==> config.mk <==
export PLATFORM = sky130hd
export DESIGN_NAME = signed_integer_to_radix_digits_flat
export DESIGN_NICKNAME = d
export VERILOG_FILES = /design/src/rtl/s2rd_pkg.sv /design/src/rtl/s2rd_if.sv /design/src/rtl/s2rd_alpha_check.sv /design/src/rtl/s2rd_divider.sv /design/src/rtl/signed_integer_to_radix_digits.sv /design/src/flat_wrapper.sv
export SDC_FILE = /design/constraint.sdc
export NUM_CORES = 1
export LEC_CHECK = 0
export BUFFER_PORTS_ARGS = -buffer_cell sky130_fd_sc_hd__buf_2
export CAP_MARGIN = 20
export CORE_AREA = 3 3 204 206
export DETAILED_ROUTE_END_ITERATION = 16
export DIE_AREA = 0 0 207 209
export MAX_ROUTING_LAYER = met4
export PLACE_DENSITY = 0.72
export SLEW_MARGIN = 20
export SYNTH_ARGS = -nofsm -noshare
export SYNTH_HDL_FRONTEND = slang
export SYNTH_SLANG_ARGS = --single-unit
==> constraint.sdc <==
create_clock -name clk -period 5.7 [get_ports clk]
set_input_delay 1.71 -clock clk [delete_from_list [all_inputs] [get_ports clk]]
set_output_delay 1.71 -clock clk [all_outputs]
set_load 0.005 [all_outputs]
==> src/rtl/s2rd_pkg.sv <==
// ----------------------------------------------------------------------------
// s2rd_pkg
// Types, constants and the alphabet lookup shared by the radix text converter.
// ----------------------------------------------------------------------------
package s2rd_pkg;

    localparam int CHAR_W      = 8;
    localparam int LEN_W       = 5;
    localparam int ALPHA_W     = 64;
    localparam int ALPHA_CHARS = 16;
    localparam int CHAR_IDX_W  = 4;
    localparam int CFG_IDX_W   = 2;
    localparam int CFG_DATA_W  = 64;

    localparam logic [CHAR_W-1:0] CH_MINUS = 8'h2D;
    localparam logic [CHAR_W-1:0] CH_PLUS  = 8'h2B;

    localparam logic [CFG_IDX_W-1:0] CFG_ALPHABET_LENGTH = 2'd0;
    localparam logic [CFG_IDX_W-1:0] CFG_ALPHABET_LOW    = 2'd1;
    localparam logic [CFG_IDX_W-1:0] CFG_ALPHABET_HIGH   = 2'd2;

    localparam logic [LEN_W-1:0]   RST_ALPHABET_LENGTH = 5'd10;
    localparam logic [ALPHA_W-1:0] RST_ALPHABET_LOW    = 64'h3736353433323130;
    localparam logic [ALPHA_W-1:0] RST_ALPHABET_HIGH   = 64'h4645444342413938;

    typedef struct packed {
        logic done;
        logic ok;
    } chk_status_t;

    function automatic logic [CHAR_W-1:0] digit_char(
        input logic [ALPHA_W-1:0]    alpha_low,
        input logic [ALPHA_W-1:0]    alpha_high,
        input logic [CHAR_IDX_W-1:0] idx
    );
        logic [ALPHA_W-1:0] word;
        word = idx[CHAR_IDX_W-1] ? alpha_high : alpha_low;
        return word[idx[CHAR_IDX_W-2:0]*CHAR_W +: CHAR_W];
    endfunction

endpackage

==> src/rtl/s2rd_if.sv <==
// ----------------------------------------------------------------------------
// s2rd channel interfaces
// Valid/ready channels for the number input and the character output.
// ----------------------------------------------------------------------------
interface s2rd_num_if #(
    parameter int VALUE_BITS = 32
);
    logic                         valid;
    logic                         ready;
    logic signed [VALUE_BITS-1:0] number;

    modport source (output valid, output number, input ready);
    modport sink   (input valid, input number, output ready);
endinterface

interface s2rd_char_if;
    logic       valid;
    logic       ready;
    logic [7:0] text_char;
    logic       end_of_text;
    logic       bad_alphabet;

    modport source (output valid, output text_char, output end_of_text,
                    output bad_alphabet, input ready);
    modport sink   (input valid, input text_char, input end_of_text,
                    input bad_alphabet, output ready);
endinterface

==> src/rtl/s2rd_alpha_check.sv <==
// ----------------------------------------------------------------------------
// s2rd_alpha_check
// Walks the digit alphabet one character per cycle and flags a bad length,
// a sign character or a repeated character.
// ----------------------------------------------------------------------------
module s2rd_alpha_check
    import s2rd_pkg::*;
#(
    parameter int MAX_RADIX = 16
) (
    input  logic               clk,
    input  logic               rst_n,
    input  logic               start,
    input  logic [LEN_W-1:0]   alpha_len,
    input  logic [ALPHA_W-1:0] alpha_low,
    input  logic [ALPHA_W-1:0] alpha_high,
    output chk_status_t        status
);

    logic                  running_reg;
    logic [CHAR_IDX_W-1:0] idx_reg;
    logic                  bad_reg;
    logic                  done_reg;
    logic                  ok_reg;

    logic                  len_bad;
    logic [CHAR_W-1:0]     cur_char;
    logic [ALPHA_CHARS-1:0] dup;
    logic                  bad_now;

    assign len_bad  = (alpha_len < 5'd2) || (alpha_len > LEN_W'(MAX_RADIX));
    assign cur_char = digit_char(alpha_low, alpha_high, idx_reg);

    always_comb
    begin
        for (int j = 0; j < ALPHA_CHARS; j++)
        begin
            dup[j] = (CHAR_IDX_W'(j) > idx_reg) && (LEN_W'(j) < alpha_len)
                     && (digit_char(alpha_low, alpha_high, CHAR_IDX_W'(j)) == cur_char);
        end
    end

    assign bad_now = ({1'b0, idx_reg} < alpha_len)
                     && ((cur_char == CH_MINUS) || (cur_char == CH_PLUS) || (|dup));

    always_ff @(posedge clk or negedge rst_n)
    begin
        if (!rst_n)
        begin
            running_reg <= 1'b0;
            idx_reg     <= '0;
            bad_reg     <= 1'b0;
            done_reg    <= 1'b0;
            ok_reg      <= 1'b0;
        end
        else
        begin
            done_reg <= 1'b0;
            if (start)
            begin
                running_reg <= 1'b1;
                idx_reg     <= '0;
                bad_reg     <= len_bad;
            end
            else if (running_reg)
            begin
                bad_reg <= bad_reg | bad_now;
                if (idx_reg == CHAR_IDX_W'(ALPHA_CHARS - 1))
                begin
                    running_reg <= 1'b0;
                    done_reg    <= 1'b1;
                    ok_reg      <= !(bad_reg | bad_now);
                end
                else
                begin
                    idx_reg <= idx_reg + 1'b1;
                end
            end
        end
    end

    assign status.done = done_reg;
    assign status.ok   = ok_reg;

endmodule

==> src/rtl/s2rd_divider.sv <==
// ----------------------------------------------------------------------------
// s2rd_divider
// Restoring serial divider: one quotient bit per cycle by a narrow radix.
// ----------------------------------------------------------------------------
module s2rd_divider #(
    parameter int VALUE_BITS = 32,
    parameter int MAX_RADIX  = 16
) (
    input  logic                                  clk,
    input  logic                                  rst_n,
    input  logic                                  start,
    input  logic [VALUE_BITS-1:0]                 dividend,
    input  logic [$clog2(MAX_RADIX+1)-1:0]        radix,
    output logic                                  done,
    output logic [VALUE_BITS-1:0]                 quotient,
    output logic [$clog2(MAX_RADIX)-1:0]          remainder
);

    localparam int RADW = $clog2(MAX_RADIX + 1);
    localparam int DW   = $clog2(MAX_RADIX);
    localparam int CW   = $clog2(VALUE_BITS);

    logic                  busy_reg;
    logic                  done_reg;
    logic [CW-1:0]         cnt_reg;
    logic [RADW-1:0]       rem_reg;
    logic [VALUE_BITS-1:0] quot_reg;

    logic [RADW:0]         trial;
    logic [RADW:0]         diff;
    logic                  qbit;
    logic [RADW-1:0]       rem_next;

    assign trial    = {rem_reg, quot_reg[VALUE_BITS-1]};
    assign diff     = trial - {1'b0, radix};
    assign qbit     = (trial >= {1'b0, radix});
    assign rem_next = qbit ? diff[RADW-1:0] : trial[RADW-1:0];

    always_ff @(posedge clk or negedge rst_n)
    begin
        if (!rst_n)
        begin
            busy_reg <= 1'b0;
            done_reg <= 1'b0;
            cnt_reg  <= '0;
        end
        else
        begin
            done_reg <= 1'b0;
            if (start)
            begin
                busy_reg <= 1'b1;
                cnt_reg  <= CW'(VALUE_BITS - 1);
            end
            else if (busy_reg)
            begin
                if (cnt_reg == '0)
                begin
                    busy_reg <= 1'b0;
                    done_reg <= 1'b1;
                end
                else
                begin
                    cnt_reg <= cnt_reg - 1'b1;
                end
            end
        end
    end

    always_ff @(posedge clk)
    begin
        if (start)
        begin
            rem_reg  <= '0;
            quot_reg <= dividend;
        end
        else if (busy_reg)
        begin
            rem_reg  <= rem_next;
            quot_reg <= {quot_reg[VALUE_BITS-2:0], qbit};
        end
    end

    assign done      = done_reg;
    assign quotient  = quot_reg;
    assign remainder = rem_reg[DW-1:0];

endmodule

==> src/rtl/signed_integer_to_radix_digits.sv <==
// ----------------------------------------------------------------------------
// signed_integer_to_radix_digits
// Converts a signed number to text in a configurable radix, one character
// per output beat.
// ----------------------------------------------------------------------------
// Usage:
//   numbers : one signed VALUE_BITS-bit value per beat; ready only while idle.
//   chars   : one character per beat, most significant digit first, a leading
//             '-' for negative values, end_of_text on the last beat. A bad
//             alphabet gives a single beat with bad_alphabet and end_of_text.
//   cfg     : write alphabet_length (0), alphabet_low (1), alphabet_high (2)
//             only while idle; other indexes are dropped.
// Flow: the alphabet check runs first, then each digit takes one pass through
//   the shared serial divider, and the digits are then read back out of the
//   digit buffer one character per output beat. A new number is taken only
//   once the block is back in idle.
// Reset: the alphabet returns to "0123456789" and the block goes idle.
// A stalled receiver holds the output register; the sequencer waits on it
// and the next number may be taken while the last character is pending.
// ----------------------------------------------------------------------------
module signed_integer_to_radix_digits
    import s2rd_pkg::*;
#(
    parameter int MAX_RADIX  = 16,
    parameter int VALUE_BITS = 32
) (
    input  logic                  clk,
    input  logic                  rst_n,
    input  logic                  cfg_we,
    input  logic [CFG_IDX_W-1:0]  cfg_index,
    input  logic [CFG_DATA_W-1:0] cfg_data,
    s2rd_num_if.sink              numbers,
    s2rd_char_if.source           chars
);

    localparam int RADW = $clog2(MAX_RADIX + 1);
    localparam int DW   = $clog2(MAX_RADIX);
    localparam int IW   = $clog2(VALUE_BITS);

    localparam logic [2:0] ST_IDLE   = 3'd0;
    localparam logic [2:0] ST_CHECK  = 3'd1;
    localparam logic [2:0] ST_LEAD   = 3'd2;
    localparam logic [2:0] ST_START  = 3'd3;
    localparam logic [2:0] ST_DIVIDE = 3'd4;
    localparam logic [2:0] ST_FETCH  = 3'd5;
    localparam logic [2:0] ST_EMIT   = 3'd6;

    logic [LEN_W-1:0]      alpha_len_reg;
    logic [ALPHA_W-1:0]    alpha_low_reg;
    logic [ALPHA_W-1:0]    alpha_high_reg;

    logic [2:0]            state_reg, state_next;
    logic [VALUE_BITS-1:0] num_reg;
    logic [VALUE_BITS-1:0] mag_reg, mag_next;
    logic [CHAR_W-1:0]     lead_char_reg, lead_char_next;
    logic                  lead_end_reg, lead_end_next;
    logic                  lead_bad_reg, lead_bad_next;
    logic [IW-1:0]         wr_idx_reg, wr_idx_next;
    logic [IW-1:0]         rd_idx_reg, rd_idx_next;
    logic [DW-1:0]         rd_data_reg;
    logic [DW-1:0]         digit_mem [VALUE_BITS];

    logic                  out_valid_reg;
    logic [CHAR_W-1:0]     out_char_reg;
    logic                  out_end_reg;
    logic                  out_bad_reg;
    logic                  out_free;
    logic                  out_load;
    logic [CHAR_W-1:0]     load_char;
    logic                  load_end;
    logic                  load_bad;

    logic                  in_accept;
    logic                  div_done;
    logic [VALUE_BITS-1:0] div_quot;
    logic [DW-1:0]         div_rem;
    logic                  digit_wr;
    chk_status_t           chk_status;

    assign in_accept     = numbers.valid && numbers.ready;
    assign numbers.ready = (state_reg == ST_IDLE);
    assign out_free      = !out_valid_reg || chars.ready;
    assign digit_wr      = (state_reg == ST_DIVIDE) && div_done;

    always_ff @(posedge clk or negedge rst_n)
    begin
        if (!rst_n)
        begin
            alpha_len_reg  <= RST_ALPHABET_LENGTH;
            alpha_low_reg  <= RST_ALPHABET_LOW;
            alpha_high_reg <= RST_ALPHABET_HIGH;
        end
        else if (cfg_we)
        begin
            unique case (cfg_index)
                CFG_ALPHABET_LENGTH: alpha_len_reg  <= cfg_data[LEN_W-1:0];
                CFG_ALPHABET_LOW:    alpha_low_reg  <= cfg_data;
                CFG_ALPHABET_HIGH:   alpha_high_reg <= cfg_data;
                default:             ;
            endcase
        end
    end

    s2rd_alpha_check #(
        .MAX_RADIX (MAX_RADIX)
    ) u_check (
        .clk        (clk),
        .rst_n      (rst_n),
        .start      (in_accept),
        .alpha_len  (alpha_len_reg),
        .alpha_low  (alpha_low_reg),
        .alpha_high (alpha_high_reg),
        .status     (chk_status)
    );

    s2rd_divider #(
        .VALUE_BITS (VALUE_BITS),
        .MAX_RADIX  (MAX_RADIX)
    ) u_div (
        .clk       (clk),
        .rst_n     (rst_n),
        .start     (state_reg == ST_START),
        .dividend  (mag_reg),
        .radix     (alpha_len_reg[RADW-1:0]),
        .done      (div_done),
        .quotient  (div_quot),
        .remainder (div_rem)
    );

    always_comb
    begin
        state_next     = state_reg;
        mag_next       = mag_reg;
        lead_char_next = lead_char_reg;
        lead_end_next  = lead_end_reg;
        lead_bad_next  = lead_bad_reg;
        wr_idx_next    = wr_idx_reg;
        rd_idx_next    = rd_idx_reg;
        out_load       = 1'b0;
        load_char      = lead_char_reg;
        load_end       = lead_end_reg;
        load_bad       = lead_bad_reg;

        unique case (state_reg)
            ST_IDLE:
            begin
                if (in_accept)
                begin
                    state_next = ST_CHECK;
                end
            end
            ST_CHECK:
            begin
                if (chk_status.done)
                begin
                    wr_idx_next   = '0;
                    mag_next      = num_reg[VALUE_BITS-1] ? (~num_reg + 1'b1) : num_reg;
                    lead_end_next = 1'b1;
                    lead_bad_next = 1'b0;
                    priority if (!chk_status.ok)
                    begin
                        lead_char_next = '0;
                        lead_bad_next  = 1'b1;
                        state_next     = ST_LEAD;
                    end
                    else if (num_reg == '0)
                    begin
                        lead_char_next = digit_char(alpha_low_reg, alpha_high_reg, '0);
                        state_next     = ST_LEAD;
                    end
                    else if (num_reg[VALUE_BITS-1])
                    begin
                        lead_char_next = CH_MINUS;
                        lead_end_next  = 1'b0;
                        state_next     = ST_LEAD;
                    end
                    else
                    begin
                        state_next = ST_START;
                    end
                end
            end
            ST_LEAD:
            begin
                if (out_free)
                begin
                    out_load   = 1'b1;
                    state_next = lead_end_reg ? ST_IDLE : ST_START;
                end
            end
            ST_START:
            begin
                state_next = ST_DIVIDE;
            end
            ST_DIVIDE:
            begin
                if (div_done)
                begin
                    mag_next = div_quot;
                    if (div_quot == '0)
                    begin
                        rd_idx_next = wr_idx_reg;
                        state_next  = ST_FETCH;
                    end
                    else
                    begin
                        wr_idx_next = wr_idx_reg + 1'b1;
                        state_next  = ST_START;
                    end
                end
            end
            ST_FETCH:
            begin
                state_next = ST_EMIT;
            end
            ST_EMIT:
            begin
                load_char = digit_char(alpha_low_reg, alpha_high_reg,
                                       CHAR_IDX_W'(rd_data_reg));
                load_end  = (rd_idx_reg == '0);
                load_bad  = 1'b0;
                if (out_free)
                begin
                    out_load = 1'b1;
                    if (rd_idx_reg == '0)
                    begin
                        state_next = ST_IDLE;
                    end
                    else
                    begin
                        rd_idx_next = rd_idx_reg - 1'b1;
                        state_next  = ST_FETCH;
                    end
                end
            end
            default:
            begin
                state_next = ST_IDLE;
            end
        endcase
    end

    always_ff @(posedge clk or negedge rst_n)
    begin
        if (!rst_n)
        begin
            state_reg     <= ST_IDLE;
            out_valid_reg <= 1'b0;
        end
        else
        begin
            state_reg <= state_next;
            if (out_load)
            begin
                out_valid_reg <= 1'b1;
            end
            else if (chars.ready)
            begin
                out_valid_reg <= 1'b0;
            end
        end
    end

    always_ff @(posedge clk)
    begin
        if (in_accept)
        begin
            num_reg <= numbers.number;
        end
        mag_reg       <= mag_next;
        lead_char_reg <= lead_char_next;
        lead_end_reg  <= lead_end_next;
        lead_bad_reg  <= lead_bad_next;
        wr_idx_reg    <= wr_idx_next;
        rd_idx_reg    <= rd_idx_next;
        if (out_load)
        begin
            out_char_reg <= load_char;
            out_end_reg  <= load_end;
            out_bad_reg  <= load_bad;
        end
    end

    always_ff @(posedge clk)
    begin
        if (digit_wr)
        begin
            digit_mem[wr_idx_reg] <= div_rem;
        end
        if (state_reg == ST_FETCH)
        begin
            rd_data_reg <= digit_mem[rd_idx_reg];
        end
    end

    assign chars.valid        = out_valid_reg;
    assign chars.text_char    = out_char_reg;
    assign chars.end_of_text  = out_end_reg;
    assign chars.bad_alphabet = out_bad_reg;

`ifndef SYNTHESIS
    a_chk_done_in_check: assert property (@(posedge clk) disable iff (!rst_n)
        chk_status.done |-> state_reg == ST_CHECK)
        else $error("alphabet check finished outside the check state");

    a_div_done_in_divide: assert property (@(posedge clk) disable iff (!rst_n)
        div_done |-> state_reg == ST_DIVIDE)
        else $error("divider finished outside the divide state");

    a_digit_buf_no_overflow: assert property (@(posedge clk) disable iff (!rst_n)
        (digit_wr && div_quot != '0) |-> wr_idx_reg != IW'(VALUE_BITS - 1))
        else $error("digit buffer overflow");

    a_bad_is_last: assert property (@(posedge clk) disable iff (!rst_n)
        (out_valid_reg && out_bad_reg) |-> out_end_reg)
        else $error("bad alphabet beat without end of text");
`endif

endmodule
==> src/flat_wrapper.sv <==
// flat-port wrapper written by rule: the top's interface ports become plain ports
module signed_integer_to_radix_digits_flat import s2rd_pkg::*;
#(
    parameter int MAX_RADIX  = 16,
    parameter int VALUE_BITS = 32
)
  (clk, rst_n, cfg_we, cfg_index, cfg_data, numbers_valid, numbers_number, numbers_ready, chars_valid, chars_text_char, chars_end_of_text, chars_bad_alphabet, chars_ready);
  s2rd_num_if #(.VALUE_BITS(VALUE_BITS)) numbers_i ();
  s2rd_char_if chars_i ();
  input  logic clk;
  input  logic rst_n;
  input  logic cfg_we;
  input  logic [CFG_IDX_W-1:0] cfg_index;
  input  logic [CFG_DATA_W-1:0] cfg_data;
  input wire logic [$bits(numbers_i.valid)-1:0] numbers_valid;
  input wire logic [$bits(numbers_i.number)-1:0] numbers_number;
  output wire logic [$bits(numbers_i.ready)-1:0] numbers_ready;
  output wire logic [$bits(chars_i.valid)-1:0] chars_valid;
  output wire logic [$bits(chars_i.text_char)-1:0] chars_text_char;
  output wire logic [$bits(chars_i.end_of_text)-1:0] chars_end_of_text;
  output wire logic [$bits(chars_i.bad_alphabet)-1:0] chars_bad_alphabet;
  input wire logic [$bits(chars_i.ready)-1:0] chars_ready;
  assign numbers_i.valid = numbers_valid;
  assign numbers_i.number = numbers_number;
  assign numbers_ready = numbers_i.ready;
  assign chars_valid = chars_i.valid;
  assign chars_text_char = chars_i.text_char;
  assign chars_end_of_text = chars_i.end_of_text;
  assign chars_bad_alphabet = chars_i.bad_alphabet;
  assign chars_i.ready = chars_ready;
  signed_integer_to_radix_digits #(.MAX_RADIX(MAX_RADIX), .VALUE_BITS(VALUE_BITS)) u_core (.clk(clk), .rst_n(rst_n), .cfg_we(cfg_we), .cfg_index(cfg_index), .cfg_data(cfg_data), .numbers(numbers_i), .chars(chars_i));
endmodule
==> results of run 1 <==
[power groups by stage]
stage	Combinational, mW	Clock [mW]	Sequential (mW)
6_report	5.18	2.96	4.77
5_1_grt	5.49	3.13	4.82
4_1_cts	5.08	3.01	4.75
3_5_place_dp	5.05	0	4.80
3_3_place_gp	5.05	0	4.79
2_1_floorplan	3.65	0	4.45
[placed cells by master, fill, tap and decap left out, types with 12 or more instances in the layout]
cell type                   netlist  final
sky130_fd_sc_hd__buf_2            9    113
sky130_fd_sc_hd__mux4_2          88     88
sky130_fd_sc_hd__ha_1            19     19
sky130_fd_sc_hd__xnor2_1         85     85
sky130_fd_sc_hd__dfrtp_1        100     99
sky130_fd_sc_hd__nor4_1          26     26
sky130_fd_sc_hd__nand2_1        192    192
sky130_fd_sc_hd__edfxtp_1       258    258
sky130_fd_sc_hd__a21oi_1         30     30
sky130_fd_sc_hd__nand3_1         25     25
sky130_fd_sc_hd__dfstp_2         52     52
sky130_fd_sc_hd__buf_4            2     28
sky130_fd_sc_hd__nor3_1          17     17
sky130_fd_sc_hd__mux2_2         167    167
sky130_fd_sc_hd__o22ai_1         13     13
sky130_fd_sc_hd__nor2_1          91     91
sky130_fd_sc_hd__mux2i_1         28     28
sky130_fd_sc_hd__clkbuf_16        0     43
sky130_fd_sc_hd__inv_1           30     30
sky130_fd_sc_hd__xor2_1          84     84
sky130_fd_sc_hd__a31oi_1         13     13
sky130_fd_sc_hd__o21ai_0         80     80
sky130_fd_sc_hd__o31ai_1         12     12
[through the flow]
| stage | cell area [um^2] | hold WS (ns) | util [%] | std cells |
|---|---|---|---|---|
| 4_1_cts | 24400 | 0.459 | 61.2 | 2341 |
| 3_3_place_gp | 22900 | 0.447 | 57.4 | 2261 |
| 6_report | 24400 | 0.460 | 61.2 | 2343 |
| 5_1_grt | 24400 | 0.491 | 61.2 | 2343 |
| 2_1_floorplan | 21800 | 0.432 | - | 1691 |
| 3_5_place_dp | 22900 | 0.449 | 57.4 | 2261 |
[per-layer routing]
metal,global-route usage [%],vias up,wire [um]
met3,4.94,176,4130
met2,51.6,672,32800
met4,13.8,0,3440
met5,-,-,0
met1,37.6,7546,25200
li1,-,6506,-
[layout make-up]
cell class	count	area share [%]
antenna	2	0.0205
tap	525	2.70
clock inverter	19	1.20
clock buffer	61	4.98
timing repair buffer	143	3.31
multi-input combinational	1147	39.2
sequential	415	48.1
inverter	31	0.477
[worst reg2reg max path: cells and delay by family, from the launching register on]
| family | cells | cell delay (ns) |
|---|---|---|
| AO/OA/AOI/OAI | 5 | 0.91 |
| buffers and inverters | 2 | 0.62 |
| multiplexers | 1 | 0.41 |
| AND/OR/NAND/NOR | 3 | 1.24 |
| XOR/XNOR | 1 | 0.17 |
| flip-flops | 1 | 0.96 |
[cell families after synthesis]
| group | count (synthesis) |
|---|---|
| AND/OR/NAND/NOR | 443 |
| flip-flops | 415 |
| multiplexers | 288 |
| AO/OA/AOI/OAI | 226 |
| XOR/XNOR | 170 |
| buffers and inverters | 129 |
| adder cells (fa/ha/maj) | 20 |
[how the worst min path moves through the flow]
stage	slack, ns	startpoint	cells past startpoint	to
after CTS	0.46	u_core.u_div.rem_reg[4]	2	u_core.u_div.rem_reg[4]
after global placement	0.45	u_core.u_div.rem_reg[4]	2	u_core.u_div.rem_reg[4]
final	0.46	u_core.u_div.rem_reg[4]	2	u_core.u_div.rem_reg[4]
after global routing	0.49	u_core.u_div.rem_reg[4]	2	u_core.u_div.rem_reg[4]
after detailed placement	0.45	u_core.u_div.rem_reg[4]	2	u_core.u_div.rem_reg[4]
after floorplan	0.43	u_core.u_div.rem_reg[4]	2	u_core.u_div.rem_reg[4]
==> run summary, run 1 <==
Once detailed placement completed, the half-perimeter wirelength came to 47200 um. In the synthesized netlist, mux cells make up 19.5% of the area. The commonest cells after synthesis are 258 x sky130_fd_sc_hd__edfxtp_1, 192 x sky130_fd_sc_hd__nand2_1, 167 x sky130_fd_sc_hd__mux2_2, 100 x sky130_fd_sc_hd__dfrtp_1, 91 x sky130_fd_sc_hd__nor2_1. The power per standard cell area is 530 mW/mm^2. The synthesis-to-finish area growth is 11.6%.

The clock network latency to the later pin of the worst-skew pair came out at 0.59 ns. The overall power of the completed layout came out at 12.9 mW. The standby leakage power is 8.96 nW.

Grouping stages by cell kind, the critical path spends the most delay in simple AND/OR/NAND/NOR gates. The net count after synthesis came out at 1814. The level count of the clock H-tree came out at 2. The critical path crosses 12 cells after its start point. Together, buffers and inverters on the worst path number 2.

The weighted congestion at the end of routability-driven global placement came out at 1.16. The worst slack at placement came out at 1.36 ns. The multi-input logic area came out at 0.00956 mm^2. The register area is 0.0117 mm^2.

The post-route netlist has 29.9% of its cells at a drive strength greater than 1. The number of slew-limit violations in the final report came to 0. The hold-fix buffer count after cts came out at 0. The filler cell count in the final layout is 3117. The clock network fraction of design power is 23.0%. The largest driver fanout on the critical path is 31. The sequential element share of the synthesized area is 53.7%.

Using the TritonRoute via totals, the vias-per-cell ratio works out to 6.36. The count of input and output buffers came out at 114. The overall die area came out at 0.0433 mm^2.

The run finished with clean final reports. The share of synthesized flip-flops with an asynchronous set or reset is 36.6%. The clock root buffer master is sky130_fd_sc_hd__clkbuf_16. The setup-violating endpoint count in the final report came out at 0. The kind of critical path is reg -> reg. The number of global-route vias before repair is 14800. The number of buffers created by CTS is 43.

For this run, the leading register cell type out of synthesis is sky130_fd_sc_hd__edfxtp_1. The sum of routed wire length over all layers came out at 65600 um. The sequential group share of total power came out at 37.0%. Among all cell types in the netlist, the one instantiated most often is sky130_fd_sc_hd__edfxtp_1.

The smallest clock period supported by the final layout is computed as 4.45 ns. The length in cells of the worst reg-to-reg path came out at 12. The data arrival at the endpoint of the critical path came out at 4.88 ns. The synthesized instance count came out at 1691. The number of flip-flops under the largest register name is 128. STA classifies the critical path startpoint as a register. The first global-routing pass estimated 97900 um of wire.

The achievable clock frequency came out at 0.225 GHz. During synthesis, Yosys emitted a total of 0 warnings. After Yosys synthesis, full adders, half adders and majority gates account for 1.18% of the synthesized area.

The average wire per standard cell is 28.0 um. The simple logic cell fraction of the synthesized area is 9.47%. No sink is reached through more buffers than the 3 on the longest clock path. The worst setup path is captured at a register. The minimum setup slack among reg-to-reg paths is 1.25 ns. The cell type with the highest occurrence count on the critical path is sky130_fd_sc_hd__buf_4. The die outline height is 209 um. The combined global-route utilization of all metal layers is 31.0%. The slack of the critical path is 1.25 ns. Pin placement for this block handled 115 I/O pins.

The number of gates given a new drive strength after cts came out at 0. The synthesized netlist devotes 6.85% of its cell area to XOR and XNOR gates. In this run the remaining antenna-violating nets after routing total 0. The cell type contributing the most total cell area after synthesis is sky130_fd_sc_hd__edfxtp_1. At the pin with the least slew margin, the transition time is 1.15 ns.

Of the total power, the share spent switching nets is 39.6%. The internal portion of the total power is 7.80 mW. Traced cell by cell, the critical path runs through buf_4 -> mux2_2 -> o221ai_1 -> a22oi_4 -> buf_4 -> xnor2_1 -> o2111ai_1 -> or3_1 -> nor4_1 -> a2111oi_2 -> nand4_1 -> a31oi_1. The number of clock sinks came out at 415.

Averaged over all synthesized cells, the footprint is 12.9 um^2. By area, the combinational part of the netlist is dominated by multiplexers. In this run the worst setup path terminates at u_core.u_check.ok_reg. For this run, design rule violations remaining after detail routing come to 0. The biggest cell delay along the critical path came out at 0.96 ns. The setup TNS came out at 0 ns.

The largest vdd supply drop is 385 uV. Setup repair after global routing left no endpoint under its margin. In the post-synthesis netlist, the biggest area contributors are sky130_fd_sc_hd__edfxtp_1 35%, sky130_fd_sc_hd__dfrtp_1 11%, sky130_fd_sc_hd__mux4_2 9.1%, sky130_fd_sc_hd__mux2_2 8.6%, sky130_fd_sc_hd__dfstp_2 6.3%. The count of distinct cell types in the synthesized netlist came out at 84.

The tightest min-delay check is of the reg -> reg type. The end of the worst register-to-register path is u_core.u_check.ok_reg. Counting flops with a built-in enable in the synthesized netlist gives 258. The fraction of synthesized cell area taken by the top area cell type is 35.5%. The global-route congestion overflow total came out at 0.

In this run the critical register-to-register path is launched from u_core.u_check.idx_reg[3]. Headroom to the max-slew limit came out at 23.3%. For this design, the slowest cell found on the critical path is sky130_fd_sc_hd__dfrtp_2. After layout, the worst path uses 78.1% of the clock period.

The total of max-cap violations is 0. The worst path required time came out at 6.13 ns. The via total after detailed routing came out at 14900. The width of the die came out at 207 um.

The total iterations of the first detailed-routing run is 6. The net count of the finished layout came out at 1904. In this run the standard cell core region covers 0.0398 mm^2. After synthesis the netlist holds a flip-flop and latch count of 415.

For this design the total switching power over the nets is 5.11 mW. The post-CTS setup-driven buffer insertion count is 0. The compound-cell area share of the yosys netlist came out at 6.77%.

The clock skew after layout is 0.0298 ns. The share of power burned in combinational logic came out at 40.1%. The count of final hold-check violations is 0. The clock-pin slew on the worst setup and hold paths came out at 0.06 ns. Tracing the worst setup path back leads to its startpoint at u_core.u_check.idx_reg[3]. The initial antenna violation count is 2. The total standard cell area after synthesis came out at 0.0218 mm^2.

TritonCTS built the clock tree. After the first detailed-routing iteration, the DRC count stood at 1545. Entering global routing, the biggest net connects 80 pins.

The starting density of the core came out at 54.8%. In this run the core area contains 73 standard-cell rows.
Note: power is estimated with default switching activity, not from simulation.
==> run 2, diff against run 1 <==
--- a/config.mk
+++ b/config.mk
@@ -11,7 +11,7 @@
 export DETAILED_ROUTE_END_ITERATION = 16
 export DIE_AREA = 0 0 207 209
 export MAX_ROUTING_LAYER = met4
-export PLACE_DENSITY = 0.72
+export PLACE_DENSITY = 0.75
 export SLEW_MARGIN = 20
 export SYNTH_ARGS = -nofsm -noshare
 export SYNTH_HDL_FRONTEND = slang
==> constraint.sdc (replaced) <==
create_clock -name clk -period 3.95 [get_ports clk]
set_input_delay 1.185 -clock clk [delete_from_list [all_inputs] [get_ports clk]]
set_output_delay 1.185 -clock clk [all_outputs]
set_load 0.005 [all_outputs]
==> run summary, run 2 (synthesized netlist as in run 1, its figures left out) <==
The initial antenna violation count came out at 1 (-1). The overall die area came out at 0.0433 mm^2 (unchanged). The clock network latency to the later pin of the worst-skew pair is 0.59 ns (about the same). Setup repair after global routing left no endpoint under its margin.

The setup TNS came out at 0 ns (unchanged). The level count of the clock H-tree came out at 2 (unchanged). The biggest cell delay along the critical path is 0.74 ns (-0.22 ns). The busiest metal layer after global routing is met2. The part of the cycle the worst path needs is 96.5% (+18 points). The maximum buffer depth of the clock tree came out at 3 (unchanged).

The multi-input logic area was 0.00956 mm^2 (about the same). Traced cell by cell, the critical path runs through buf_4 -> nand2b_1 -> o22ai_1 -> nor2_1 -> xor2_1 -> a2111oi_0 -> buf_4 -> nand3_1 -> o41ai_1 -> buf_4 -> a311oi_1 -> nand4_1 -> a31oi_1. The initial detailed-routing violation count is 1466 (-5.1%). The fraction of layout cells with a size suffix above 1 is 32.8% (+2.9 points). The data arrival at the endpoint of the critical path is 4.23 ns (-0.65 ns). TritonCTS built the clock tree. The worst setup path is launched from a register. The weighted congestion at the end of routability-driven global placement came out at 1.07 (-7.6%). The achievable clock frequency is 0.262 GHz (+17%). The total DRC errors in the routed layout came to 0 (unchanged).

The worst path required time came out at 4.37 ns (-1.76 ns). The run finished with clean final reports. The standby leakage power came out at 9.33 nW (+4.2%).

The average wire per standard cell came out at 26.0 um (-7.0%). The register area came to 0.0117 mm^2 (unchanged). The filler cell count in the final layout was 3140 (+0.74%). The final critical-path required period came out at 3.81 ns (-0.644 ns).

The area of all placed cells without fillers came out at 0.0250 mm^2 (+2.4%). The area of the core came out at 0.0398 mm^2 (unchanged). The min-delay analysis places its worst path in the category reg -> reg. The clock skew after layout is 0.0203 ns (-0.00946 ns). Relative to the synthesized area, the layout overhead comes to 14.3%. The largest driver fanout on the critical path is 8 (-74%). The remaining antenna violation count after routing is 0 (unchanged). The hold-fix buffer count after cts was 0 (unchanged). The number of buffers created by CTS is 43 (unchanged). The detailed-route vias per instance is 6.26 (-1.6%). The met2 usage is 48.4% (-3.2 points).

The global routing met1 resource utilization came out at 38.9% (+1.3 points). The sum of routed wire length over all layers came out at 63100 um (-3.8%). The number of flip-flops under the largest register name is 128 (unchanged). The die outline height came out at 209 um (unchanged). The I/O pin count was 115 (unchanged). In the layout the commonest cells are 258 x sky130_fd_sc_hd__edfxtp_1, 192 x sky130_fd_sc_hd__nand2_1, 167 x sky130_fd_sc_hd__mux2_2.

The minimum setup slack among reg-to-reg paths is 0.14 ns (-1.11 ns). The detailed placer's ending HPWL is 46300 um (-1.9%). The total buffers and inverters traversed by the critical path came out at 3 (+1). The net count of the finished layout is 1986 (+4.3%).

The total of max-cap violations came to 0 (unchanged). The setup-violating endpoint count in the final report came out at 0 (unchanged). The number of clock sinks came to 415 (unchanged). The number of global-route vias before repair came out at 15300 (+3.0%). The first-pass GRT wire length is 95800 um (-2.1%). The slowest stage of the critical path is the sky130_fd_sc_hd__a2111oi_0 cell.

Leaving out fill and tap cells, the most frequent cell in the layout is sky130_fd_sc_hd__edfxtp_1. The number of slew-limit violations in the final report is 0 (unchanged). The number of gates given a new drive strength after cts is 0 (unchanged).

The tree is rooted in a sky130_fd_sc_hd__clkbuf_16. The met3 usage came out at 4.58% (-0.36 points). The width of the die is 207 um (unchanged). The combined global-route utilization of all metal layers is 30.0% (-0.99 points). The most numerous cell type found on the critical path is sky130_fd_sc_hd__buf_4.

The global-route congestion overflow total is 0 (unchanged). The count of final hold-check violations is 0 (unchanged). The via total after detailed routing came out at 15200 (+1.8%).

The endpoint kind of the worst setup timing path is a register. The total iterations of the first detailed-routing run is 6 (unchanged). The largest vdd supply drop was 507 uV (+32%).

The power per standard cell area came out at 769 mW/mm^2 (+45%). The starting density of the core is 54.8% (unchanged). The critical path is of the reg -> reg type.

The count of input and output buffers is 114 (unchanged). The number of standard-cell rows in the floorplan came out at 73 (unchanged). The clock-pin slew on the worst setup and hold paths came to 0.06 ns (about the same).

The post-CTS setup-driven buffer insertion count came out at 0 (unchanged). The transition time at the pin with the least slew margin came out at 0.907 ns (-0.242 ns). The max-slew headroom at the worst pin is 39.6% (+16 points). The total placed instance area is 0.0235 mm^2 (+3.0%). The largest net degree at the start of global routing is 71 (-11%). Among cell families on the critical path, the largest total delay comes from compound AO/OA/AOI/OAI gates.
run 2: cell types whose count changed in the layout (fill, tap and decap cells not counted), moves of 2 or more:
cell                        delta
sky130_fd_sc_hd__buf_12        +6
sky130_fd_sc_hd__buf_4        +75
sky130_fd_sc_hd__bufinv_16     -3
sky130_fd_sc_hd__clkbuf_8      -3
sky130_fd_sc_hd__clkinv_1      +2
sky130_fd_sc_hd__clkinv_4      +4
sky130_fd_sc_hd__inv_6         -2
run 2: power by group:
part	internal, mW	switching, mW	total, mW
logic	3.71	4.70	8.41
clock network	2.30	1.71	4.01
registers	5.78	0.993	6.77
run 2: metrics by stage:
stage                     hold slack (ns)  setup WS, ns  power, mW  util, %  std cells
after detailed placement            0.481         0.238       15.0     59.1       2342
after floorplan                     0.432         0.423       11.7        -       1691
final                               0.486         0.140       19.2     62.7       2423
after CTS                           0.480         0.195       19.1     62.6       2421
after global routing                0.514        0.0342       20.1     62.7       2423
after global placement              0.444         0.322       14.9     59.1       2342
run 2: path summary, 6_finish.rpt:
kind / from / end / cells past startpoint
max: u_core.u_check.idx_reg[0] / u_core.u_check.ok_reg / 13
min: u_core.u_check.done_reg / u_core.state_reg[0] / 1
max reg2reg: u_core.u_check.idx_reg[0] / u_core.u_check.ok_reg / 13
min reg2reg: u_core.u_check.done_reg / u_core.state_reg[0] / 1
max in group asynchronous: rst_n / u_core.alpha_high_reg[16] / 2
min in group asynchronous: rst_n / u_core.alpha_low_reg[43] / 1
run 2: final cells by class:
class	count	share of cell area, %
multi-input combinational	1147	38.3
antenna	1	0.0100
sequential	415	47.0
tap	525	2.63
timing repair buffer	225	6.03
inverter	31	0.466
clock inverter	21	0.882
clock buffer	58	4.70
run 2: metal layers:
layer	routed length, um	up-vias
met1	25500	7580
met4	2640	0
li1	-	6687
met5	0	-
met3	4280	178
met2	30700	717
